### src/rtl/core/cbs_pkg.sv
// Shared constants, types and codes of the cubic B-spline curve sampler.
// Used by every module under rtl/core. Depends on nothing.

package cbs_pkg;

   // Field widths.
   localparam int CoordBits = 10;
   localparam int FracBits  = 8;
   localparam int OutBits   = 18;
   localparam int ShiftBits = 3;

   // Segments are always evaluated on a grid of 2^MaxShift steps.
   localparam int MaxShift  = 6;
   localparam int KBits     = MaxShift + 1;
   localparam int CubeShift = 3 * MaxShift;
   localparam int WinDepth  = 4;

   // Basis weights are scaled by 6 * 2^CubeShift and sum to exactly that.
   localparam int BasisBits  = $clog2(6 * (1 << CubeShift) + 1);
   localparam int ProdBits   = CoordBits + BasisBits;
   localparam int SumBits    = ProdBits;
   localparam int RoundShift = CubeShift - FracBits;
   localparam int QuotBits   = SumBits - RoundShift + 1;

   // Division by six as a multiply by a rounded-up reciprocal.
   localparam int RecipShift = QuotBits + 3;
   localparam int RecipBits  = RecipShift - 2;
   localparam int MulBits    = QuotBits + RecipBits;
   localparam int VertBits   = QuotBits - 2;
   localparam longint unsigned Recip = ((64'd1 << RecipShift) + 64'd5) / 64'd6;

   localparam logic [KBits-1:0]       SegFull   = KBits'(1 << MaxShift);
   localparam logic [BasisBits:0]     FourCube  = (BasisBits + 1)'(64'd4 << CubeShift);
   localparam logic [BasisBits:0]     SixCube   = (BasisBits + 1)'(64'd6 << CubeShift);
   localparam logic [OutBits-1:0]     OutMax    = '1;
   localparam logic [ShiftBits-1:0]   ShiftCap  = ShiftBits'(MaxShift);
   localparam logic [ShiftBits-1:0]   ShiftInit = ShiftBits'(MaxShift);

   // Depth of the job queue between front and back.
   localparam int JobDepth  = 2;
   localparam int JobPtrBits = $clog2(JobDepth);
   localparam int JobCntBits = $clog2(JobDepth + 1);

   typedef enum logic {
      OpAdd    = 1'b0,
      OpFinish = 1'b1
   } op_type;

   typedef logic [WinDepth-1:0][CoordBits-1:0] window_type;

   // One segment to evaluate: the window snapshot and log2 of its sample count.
   typedef struct packed {
      window_type             win_x;
      window_type             win_y;
      logic [ShiftBits-1:0]   seg_shift;
   } job_type;

endpackage

### src/rtl/core/cbs_job_fifo.sv
// Short job queue between the front end and the evaluation back end.
// Depends on cbs_pkg.

module cbs_job_fifo
   import cbs_pkg::*;
(
   input  logic    clock,
   input  logic    reset,
   input  logic    push_valid,
   output logic    push_ready,
   input  job_type push_job,
   output logic    pop_valid,
   input  logic    pop_ready,
   output job_type pop_job
);

   job_type                 entry_ff [JobDepth];
   logic [JobPtrBits-1:0]   wr_ptr_ff, wr_ptr_in;
   logic [JobPtrBits-1:0]   rd_ptr_ff, rd_ptr_in;
   logic [JobCntBits-1:0]   count_ff, count_in;
   logic                    do_push, do_pop;

   assign push_ready = (count_ff != JobCntBits'(JobDepth));
   assign pop_valid  = (count_ff != '0);
   assign pop_job    = entry_ff[rd_ptr_ff];
   assign do_push    = push_valid && push_ready;
   assign do_pop     = pop_valid && pop_ready;

   // Pointer and occupancy update.
   always_comb begin
      wr_ptr_in = wr_ptr_ff;
      rd_ptr_in = rd_ptr_ff;
      count_in  = count_ff;
      if (do_push) begin
         wr_ptr_in = (wr_ptr_ff == JobPtrBits'(JobDepth - 1)) ? '0 : wr_ptr_ff + 1'b1;
      end
      if (do_pop) begin
         rd_ptr_in = (rd_ptr_ff == JobPtrBits'(JobDepth - 1)) ? '0 : rd_ptr_ff + 1'b1;
      end
      if (do_push && !do_pop) begin
         count_in = count_ff + 1'b1;
      end else if (do_pop && !do_push) begin
         count_in = count_ff - 1'b1;
      end
   end

   always_ff @(posedge clock) begin
      if (reset) begin
         wr_ptr_ff <= '0;
         rd_ptr_ff <= '0;
         count_ff  <= '0;
      end else begin
         wr_ptr_ff <= wr_ptr_in;
         rd_ptr_ff <= rd_ptr_in;
         count_ff  <= count_in;
      end
   end

   // Job storage needs no reset.
   always_ff @(posedge clock) begin
      if (do_push) begin
         entry_ff[wr_ptr_ff] <= push_job;
      end
   end

   // A lone push grows the queue by exactly one entry.
   assert property (@(posedge clock) disable iff (reset)
      do_push && !do_pop |=> count_ff == $past(count_ff) + 1'b1)
      else $error("queue count did not follow a push");

endmodule

### config.mk
export PLATFORM = sky130hd
export DESIGN_NAME = cbs_job_fifo
export DESIGN_NICKNAME = d
export VERILOG_FILES = /design/src/rtl/core/cbs_pkg.sv /design/src/rtl/core/cbs_job_fifo.sv
export SDC_FILE = /design/constraint.sdc
export NUM_CORES = 1
export LEC_CHECK = 0
export BUFFER_PORTS_ARGS = -buffer_cell sky130_fd_sc_hd__buf_2
export CAP_MARGIN = 20
export CORE_ASPECT_RATIO = 0.9
export CORE_MARGIN = 2
export CORE_UTILIZATION = 40
export CTS_BUF_LIST = sky130_fd_sc_hd__clkbuf_4 sky130_fd_sc_hd__clkbuf_8
export DETAILED_ROUTE_END_ITERATION = 10
export HOLD_SLACK_MARGIN = 0.15
export PLACE_DENSITY = 0.67
export SLEW_MARGIN = 20
export SYNTH_ARGS = -nofsm -noshare
export SYNTH_HDL_FRONTEND = slang
export SYNTH_SLANG_ARGS = --single-unit
### constraint.sdc
create_clock -name clock -period 5.55 [get_ports clock]
set_input_delay 1.11 -clock clock [delete_from_list [all_inputs] [get_ports clock]]
set_output_delay 1.11 -clock clock [all_outputs]
set_load 0.02 [all_outputs]
==> metrics.yaml <==
io_buffers: 171
min_period_over_period_pct: 55.7
clock_latency_ps: 430
fin_ws_ps: 2460
worstPathCellList: "buf_16, mux2_2, buf_2"
antenna_found_initial: 0
vias: 3174
synth_top_family_by_area: "multiplexers"
power.density_nw_per_um2: 443
cts_setup_buffers: 0
cpPeakStageDelay_ps: 660
cpMaxStageDelayCell: "dfxtp_4"
finalWirelength_mm: 11.0
yosys_warnings: 0
whs_path_depth: 2
critPathMaxFanout: 50
gp_congestion: 0.683
synth_fa_ha_area_share_pct: 0.201
final_nets: 554
cts_buffers: 17
cts_hold_buf: 0
ys_ff_latch: 171
criticalPathCategory: "flop to output port"
critPathArrivalTime_ps: 1980
synth-seq-area-share_pct: 81.6
die_area_um2: 16600
yosys.area_share.xor_xnor_pct: 0.422
syn_area_per_cell_um2: 22.1
hold_end: "rd_ptr_ff"
cp_num_buf_inv: 2
ant_nets: 0
cpLargestDelayFamily: "flip-flops"
setup_violations: 0
wire_per_inst_um: 16.1
skew_ps: 8.24
synthSimpleGateAreaFrac_pct: 0.803
fillers: 1297
start_util_pct: 40.7
tightest_slew_ps: 699
regToRegSetupSlack_ps: 3190
synth_compound_area_share_pct: 0.482
dieWidth_um: 136
drive_gt1_share_pct: 60.3
r2r_end: "entry_ff[0][67]"
grt_pass1_wl_mm: 16.4
clockBufferDepth: 2
place_hpwl_mm: 7.02
first_pass_iters: 4
worst_setup_path_start_kind: "flop"
hold_start: "rd_ptr_ff"
io_pins: 172
slew_headroom_pct: 53.4
final_cell_mix: "buf_2 (171), edfxtp_1 (166), mux2_2 (83), clkbuf_8 (17), clkinv_1 (5)"
clockRootBuffer: "clkbuf_8"
max_cap_viol_count: 0
finalSetupTns_ps: 0
crit_path_end_kind: "output port"
cts.repair.resized: 0
cts_tree: "yes"
routed_via_density: 4.66
cts_sinks: 171
ff2ff_path_depth: 4
cts.clk_slew.worst_paths_ps: 80
finalHoldViolations: 0
ir_drop_mv: 0.212
pre_cts_ws_ps: 2550
r2r-start: "count_ff[0]"
period_needed_ps: 3090
diodes: 0
overflow: 0
drtIter0Drc: 145
slew_viol_final: 0
power_leakage_nw: 2.83
htree_levels: 4
syn2layout_area_growth_pct: 23.0
grt_max_degree: 84
grt_pass1_vias: 3322
syn-instance-count: 282
final_common_cell: "buf_2"
rsz0062_at_grt: "no"
synthDistinctLibCells: 19
synth_mux_area_share_pct: 15.0
fmax_mhz: 323
rows: 43
p_total_mw: 3.39
core_um2: 15300
drc: 0
required_ps: 4440
final_cells: 681
status: "finished clean"
synth_nets: 370
synth_area_um2: 6230
dieHeight_um: 122
grt_usage_pct: 13.5
hold_class: "flop to flop"
dp.cells: 648
-- power by group --
group | switching [mW] | internal [mW] | leakage (nW)
Clock | 0.394 | 0.364 | 0.175
Sequential | 0.0733 | 1.61 | 1.59
Combinational | 0.557 | 0.392 | 1.06
-- Yosys cell counts --
cell,instances,area (um^2)
edfxtp_1,166,4980
mux2_2,83,935
buf_6,7,78.8
dfxtp_1,5,100
nor2_1,3,11.3
xor2_1,3,26.3
a21oi_1,2,10.0
o21ai_0,2,10.0
a21bo_2,1,10.0
and2_1,1,6.26
and3_1,1,6.26
buf_2,1,5.00
buf_4,1,7.51
ha_1,1,12.5
inv_1,1,3.75
nand2b_1,1,6.26
nand3b_1,1,7.51
or2_2,1,6.26
or3_1,1,6.26
-- cell families after synthesis --
group	after synthesis
AOI/OAI and AO/OA	5
DFF	171
adders and majority gates	1
xor gates and xnor gates	3
buffers and inverters	10
muxes	83
and+or+nand+nor	9
-- stage by stage --
| step | area [um^2] | util (%) | hold WS (ps) |
|---|---|---|---|
| finish | 7670 | 50.0 | 513 |
| global route | 7670 | 50.0 | 540 |
| CTS | 7640 | 49.8 | 522 |
| detailed placement | 7300 | 47.6 | 496 |
| global placement | 7270 | 47.4 | 485 |
| floorplan | 6230 | - | 471 |
-- worst max path at each step --
stage / startpoint / endpoint / slack, ps / cells after the start
2_1_floorplan: push_valid / entry_ff[1][0] / 2010 / 1
3_3_place_gp: push_valid / entry_ff[0][69] / 2610 / 4
3_5_place_dp: push_valid / entry_ff[0][67] / 2550 / 4
4_1_cts: flop / pop_job[4] / 2180 / 2
5_1_grt: flop / pop_job[3] / 2300 / 3
6_report: flop / pop_job[3] / 2460 / 3
-- flip-flops by register name, indices dropped and copies added, names as in the netlist, named ones only --
signal,count
count_ff,2
wr_ptr_ff,1
entry_ff,166
rd_ptr_ff,1
-- tightest hold or removal path: stages (launching register included) --
cell	delay, ps
dfxtp_1	330
xor2_1	80
nor2_1	70
-- layer usage --
layer  up-vias  wire (um)  global-route usage, %  share of wire (%)
li1       1484          -                      -                  -
met3        12        759                   4.71                6.9
met5         -          0                      0                  0
met4         0        153                   6.05                1.4
met1      1576       4560                   15.8                 41
met2       102       5510                   22.5                 50
-- final cells by class --
type / count / area, um^2 / share of cell area, %
sequential: 171 / 5090 / 66.4
inverter: 1 / 5.00 / 0.0653
tap: 202 / 253 / 3.30
timing repair buffer: 174 / 918 / 12.0
multi-input combinational: 101 / 1060 / 13.8
clock buffer: 21 / 264 / 3.44
clock inverter: 11 / 78.8 / 1.03
Power figures use the tool's default switching activity.
