### src/rtl/core/cbs_pkg.sv
// Shared constants, types and codes of the cubic B-spline curve sampler.
// Used by every module under rtl/core. Depends on nothing.

package cbs_pkg;

   // Field widths.
   localparam int CoordBits = 10;
   localparam int FracBits  = 8;
   localparam int OutBits   = 18;
   localparam int ShiftBits = 3;

   // Segments are always evaluated on a grid of 2^MaxShift steps.
   localparam int MaxShift  = 6;
   localparam int KBits     = MaxShift + 1;
   localparam int CubeShift = 3 * MaxShift;
   localparam int WinDepth  = 4;

   // Basis weights are scaled by 6 * 2^CubeShift and sum to exactly that.
   localparam int BasisBits  = $clog2(6 * (1 << CubeShift) + 1);
   localparam int ProdBits   = CoordBits + BasisBits;
   localparam int SumBits    = ProdBits;
   localparam int RoundShift = CubeShift - FracBits;
   localparam int QuotBits   = SumBits - RoundShift + 1;

   // Division by six as a multiply by a rounded-up reciprocal.
   localparam int RecipShift = QuotBits + 3;
   localparam int RecipBits  = RecipShift - 2;
   localparam int MulBits    = QuotBits + RecipBits;
   localparam int VertBits   = QuotBits - 2;
   localparam longint unsigned Recip = ((64'd1 << RecipShift) + 64'd5) / 64'd6;

   localparam logic [KBits-1:0]       SegFull   = KBits'(1 << MaxShift);
   localparam logic [BasisBits:0]     FourCube  = (BasisBits + 1)'(64'd4 << CubeShift);
   localparam logic [BasisBits:0]     SixCube   = (BasisBits + 1)'(64'd6 << CubeShift);
   localparam logic [OutBits-1:0]     OutMax    = '1;
   localparam logic [ShiftBits-1:0]   ShiftCap  = ShiftBits'(MaxShift);
   localparam logic [ShiftBits-1:0]   ShiftInit = ShiftBits'(MaxShift);

   // Depth of the job queue between front and back.
   localparam int JobDepth  = 2;
   localparam int JobPtrBits = $clog2(JobDepth);
   localparam int JobCntBits = $clog2(JobDepth + 1);

   typedef enum logic {
      OpAdd    = 1'b0,
      OpFinish = 1'b1
   } op_type;

   typedef logic [WinDepth-1:0][CoordBits-1:0] window_type;

   // One segment to evaluate: the window snapshot and log2 of its sample count.
   typedef struct packed {
      window_type             win_x;
      window_type             win_y;
      logic [ShiftBits-1:0]   seg_shift;
   } job_type;

endpackage

### src/rtl/core/cbs_front.sv
// Front end of the sampler: takes control points and finish commands,
// keeps the four-point window and the step register, and queues segment jobs.
// Depends on cbs_pkg.

module cbs_front
   import cbs_pkg::*;
(
   input  logic                 clock,
   input  logic                 reset,
   input  logic                 req_valid,
   output logic                 req_ready,
   input  logic                 req_op,
   input  logic [CoordBits-1:0] req_x_in,
   input  logic [CoordBits-1:0] req_y_in,
   input  logic                 csr_valid,
   output logic                 csr_ready,
   input  logic [ShiftBits-1:0] csr_step_shift,
   output logic                 push_valid,
   input  logic                 push_ready,
   output job_type              push_job
);

   window_type           win_x_ff, win_x_in;
   window_type           win_y_ff, win_y_in;
   logic                 have_point_ff, have_point_in;
   logic                 finishing_ff, finishing_in;
   logic [ShiftBits-1:0] step_shift_ff;
   logic [ShiftBits-1:0] eff_shift;
   logic                 accept;
   window_type           shift_x, shift_y;

   assign csr_ready = 1'b1;
   assign req_ready = push_ready;
   assign accept    = req_valid && req_ready;
   assign eff_shift = (step_shift_ff > ShiftCap) ? ShiftCap : step_shift_ff;

   // Classify the transfer, update the window and build the job.
   always_comb begin
      win_x_in      = win_x_ff;
      win_y_in      = win_y_ff;
      have_point_in = have_point_ff;
      finishing_in  = finishing_ff;
      push_valid    = 1'b0;
      shift_x       = window_type'({req_x_in, win_x_ff[3], win_x_ff[2], win_x_ff[1]});
      shift_y       = window_type'({req_y_in, win_y_ff[3], win_y_ff[2], win_y_ff[1]});
      if (op_type'(req_op) == OpFinish) begin
         shift_x = window_type'({win_x_ff[3], win_x_ff[3], win_x_ff[2], win_x_ff[1]});
         shift_y = window_type'({win_y_ff[3], win_y_ff[3], win_y_ff[2], win_y_ff[1]});
      end
      push_job.win_x     = shift_x;
      push_job.win_y     = shift_y;
      push_job.seg_shift = eff_shift;

      if (accept) begin
         if (op_type'(req_op) == OpAdd) begin
            if (!finishing_ff) begin
               push_valid = 1'b1;
               if (!have_point_ff) begin
                  // The first point fills the window and yields one vertex.
                  win_x_in           = {WinDepth{req_x_in}};
                  win_y_in           = {WinDepth{req_y_in}};
                  have_point_in      = 1'b1;
                  push_job.win_x     = {WinDepth{req_x_in}};
                  push_job.win_y     = {WinDepth{req_y_in}};
                  push_job.seg_shift = '0;
               end else begin
                  win_x_in = shift_x;
                  win_y_in = shift_y;
               end
            end
         end else if (have_point_ff) begin
            push_valid = 1'b1;
            if (finishing_ff) begin
               // The second finish closes the curve and empties the window.
               win_x_in      = '0;
               win_y_in      = '0;
               have_point_in = 1'b0;
               finishing_in  = 1'b0;
            end else begin
               win_x_in     = shift_x;
               win_y_in     = shift_y;
               finishing_in = 1'b1;
            end
         end
      end
   end

   // Window, progress flags and the step register.
   always_ff @(posedge clock) begin
      if (reset) begin
         win_x_ff      <= '0;
         win_y_ff      <= '0;
         have_point_ff <= 1'b0;
         finishing_ff  <= 1'b0;
         step_shift_ff <= ShiftInit;
      end else begin
         win_x_ff      <= win_x_in;
         win_y_ff      <= win_y_in;
         have_point_ff <= have_point_in;
         finishing_ff  <= finishing_in;
         if (csr_valid && csr_ready) begin
            step_shift_ff <= csr_step_shift;
         end
      end
   end

   // A curve can only be finishing while it holds a point.
   assert property (@(posedge clock) disable iff (reset)
      !have_point_ff |-> !finishing_ff)
      else $error("finishing without a point in the window");

endmodule

### config.mk
export PLATFORM = sky130hd
export DESIGN_NAME = cbs_front
export DESIGN_NICKNAME = d
export VERILOG_FILES = /design/src/rtl/core/cbs_pkg.sv /design/src/rtl/core/cbs_front.sv
export SDC_FILE = /design/constraint.sdc
export NUM_CORES = 1
export LEC_CHECK = 0
export ABC_AREA = 0
export BUFFER_PORTS_ARGS = -buffer_cell sky130_fd_sc_hd__buf_4
export CAP_MARGIN = 5
export CORE_ASPECT_RATIO = 0.75
export CORE_UTILIZATION = 45
export CTS_CLUSTER_DIAMETER = 100
export DETAILED_ROUTE_END_ITERATION = 10
export PLACE_DENSITY = 0.74
export REMOVE_ABC_BUFFERS = 1
export SLEW_MARGIN = 0
export SYNTH_ARGS = -nofsm -noshare
export SYNTH_HDL_FRONTEND = slang
export SYNTH_SLANG_ARGS = --single-unit
### constraint.sdc
create_clock -name clock -period 1.2 [get_ports clock]
set_input_delay 0.06 -clock clock [delete_from_list [all_inputs] [get_ports clock]]
set_output_delay 0.06 -clock clock [all_outputs]
set_load 0.02 [all_outputs]
==> results_dict.tcl <==
set metrics [dict create \
    nNetsFinal 640 \
    drc 0 \
    critical_path_class "flop to output pin" \
    cts_root_buffer "clkbuf_8" \
    synthAdderAreaFrac 0 \
    grt_pass1_vias 4283 \
    maxCapViolations 0 \
    synth_top_family_by_area "compound AO/OA/AOI/OAI gates" \
    outcome "finished with violations" \
    critPathArrivalTime_ps 1800 \
    grt_first_pass_wirelength_um 22000 \
    crit_end "push_job[51]" \
    cts_made_buffers 9 \
    maxSlewViolCount 0 \
    min_period_ps 1860 \
    synth-simple-area-share 0.105 \
    synth_cell_type_count 33 \
    synth_flop_cell "dfxtp_1" \
    synth_xor_area_frac 0.00231 \
    synth_cells 426 \
    layout_commonest_cell "buf_6" \
    required_ps 1140 \
    dp_cells 644 \
    max_freq_ghz 0.537 \
    worst_pin_slew_ps 614 \
    num_rows 28 \
    drive_above_1_share 0.623 \
    area_growth_pct 86.4 \
    post-dp-hpwl_um 7800 \
    holdWs_ps -23.6 \
    vias 4870 \
    multiInputGateArea_um2 2880 \
    final_cells 720 \
    async_reset_ff_frac 0 \
    syn_avg_cell_area_um2 8.90 \
    ios 115 \
    fin_total_pwr_mw 7.15 \
    hold_class "input pin to flop" \
    synthMuxAreaShare 0.0591 \
    drtIter0Drc 472 \
    cp-end-kind "output pin" \
    synth_compound_area_frac 0.376 \
    rsz0062_at_grt "true" \
    die_w_um 108 \
    r2r_start "finishing_ff" \
    skew_ps 10.9 \
    synth_warnings 0 \
    synth_edf_count 0 \
    ff_latch_area_um2 1360 \
    h-tree-depth 3 \
    p_per_area_nw_per_um2 1010 \
    io_buffers 113 \
    grt_overflow_total 0 \
    postLayoutCoreUtil 0.881 \
    ys_seq_area_frac 0.343 \
    final_antenna_net_count 0 \
    synth_area_um2 3790 \
    leakagePower_nw 3.17 \
    maxSlewHeadroom 0.588 \
    wl_per_cell_um 26.9 \
    mostFrequentLayoutCells "89 x buf_6, 84 x buf_4, 60 x a21o_1" \
    num_antenna_cells 0 \
    critPathLaunchType "flop" \
    die_area_um2 8800 \
    failed_checks "negative hold slack, negative setup slack" \
    r2r-end "win_x_ff[20]" \
    crit_path_start "finishing_ff" \
    grt_max_degree 38 \
    antenna_found_initial 0 \
    start_util 0.472 \
    place_congestion 0.759 \
    coreArea_um2 8020 \
    fill_cells 331 \
    period_share 1.55 \
    ff2ff_path_depth 8 \
    setup_slack_ps -661 \
    dr.pass1.iters 5 \
    clkTransAtPathRegs_ps 70 \
    via_per_inst 6.76 \
    finalSetupViolCount 131 \
    clk_latency_ps 370 \
    hold_viol 1 \
    ir_drop_v 0.000948 \
    rrSetupSlack_ps -430 \
    grtUsageTotal 0.325 \
    cts_tree "yes" \
    synth_seq_cells 65 \
    wl_um 19400 \
    cts_sinks 65 \
    die_h_um 81.5 \
    cts_max_path_buffers 2 \
    path_max_fanout 15 \
]
## worst max-delay path, cell delays in order (launching register included)
cell and delay [ps]:
dfxtp_2 330, nand4bb_4 230, buf_6 210, nor3b_1 270, buf_4 170, a21o_1 110
buf_6 120
## sequential cells by signal, summed over array words and instances, names as in the netlist
signal	count
win_x_ff	30
win_y_ff	30
step_shift_ff	3
finishing_ff	1
have_point_ff	1
## metrics by stage
| step | hold slack (ps) | TNS (ps) | instance area (um2) | setup slack (ps) |
|---|---|---|---|---|
| 6_report | -23.6 | -60270 | 7060 | -661 |
| 3_5_place_dp | 270 | -39220 | 4960 | -568 |
| 4_1_cts | 52.0 | -50130 | 6140 | -545 |
| 2_1_floorplan | 120 | -149550 | 3520 | -1420 |
| 5_1_grt | 28.4 | -65180 | 7060 | -722 |
| 3_3_place_gp | 264 | -31400 | 4960 | -405 |
## report_power, final
| group | internal, mW | leakage, nW | switching (mW) | total [mW] |
|---|---|---|---|---|
| logic | 1.26 | 2.53 | 1.34 | 2.60 |
| registers | 2.27 | 0.545 | 0.153 | 2.43 |
| clock network | 1.16 | 0.102 | 0.958 | 2.12 |
| total | 4.70 | 3.17 | 2.45 | 7.15 |
## Yosys cell counts, types with 2 or more instances
cell type  number  share of area
and2_1          4         0.0066
a211o_1         2         0.0046
nor2b_1         5         0.0083
o21ba_2        20          0.053
a22o_1         20          0.046
buf_6           7          0.021
nand2_1         4         0.0040
a221oi_1       40          0.092
dfxtp_1        65           0.34
buf_2          19          0.025
a21o_1         60           0.12
nor2_1          4         0.0040
inv_1          42          0.042
buf_4           5         0.0099
clkbuf_1       11          0.011
o21ai_0        41          0.054
mux2_2         19          0.056
and3_1          2         0.0033
nor3b_1        19          0.038
nor3_1         21          0.028
clkbuf_2        4         0.0053
## area by class of cell
cell class / count / share of cell area
Multi-Input combinational cell: 274 / 0.408
Clock buffer: 10 / 0.0181
Clock inverter: 5 / 0.0115
Sequential cell: 65 / 0.193
Tap cell: 105 / 0.0186
Timing Repair Buffer: 219 / 0.329
Inverter: 42 / 0.0227
## cells by family (layout without fill, tap and decap cells)
group,count (synthesis),in the layout
DFF,65,65
xor gates and xnor gates,1,1
other,1,1
AOI/OAI and AO/OA,187,187
and+or+nand+nor,64,65
muxes,20,20
buffers and inverters,88,276
## how the worst min path moves through the flow
| stage | cells past startpoint | end | slack, ps | from |
|---|---|---|---|---|
| after floorplan | 0 | req_ready | 120 | push_ready |
| after global placement | 2 | have_point_ff | 260 | reset |
| after detailed placement | 2 | have_point_ff | 270 | reset |
| after CTS | 3 | step_shift_ff[1] | 50 | csr_valid |
| after global routing | 3 | step_shift_ff[0] | 30 | csr_valid |
| final | 3 | step_shift_ff[0] | -20 | csr_valid |
## routing by layer
metal / share of wire / GRT usage / vias up / wire length, um
li1: - / - / 1950 / -
met1: 0.38 / 0.399 / 2339 / 7310
met2: 0.45 / 0.573 / 444 / 8810
met3: 0.10 / 0.0683 / 137 / 1990
met4: 0.066 / 0.104 / 0 / 1270
met5: 0 / 0 / - / 0
## timing repair
action,in CTS,in global routing
hold buffers,26,0
gates cloned,6,4
buffers inserted,9,19
endpoints found under the hold margin,24,0
pin swaps,38,88
endpoints found under the setup margin,139,145
gates resized for setup,150,180
Note: power is estimated with default switching activity, not from simulation.
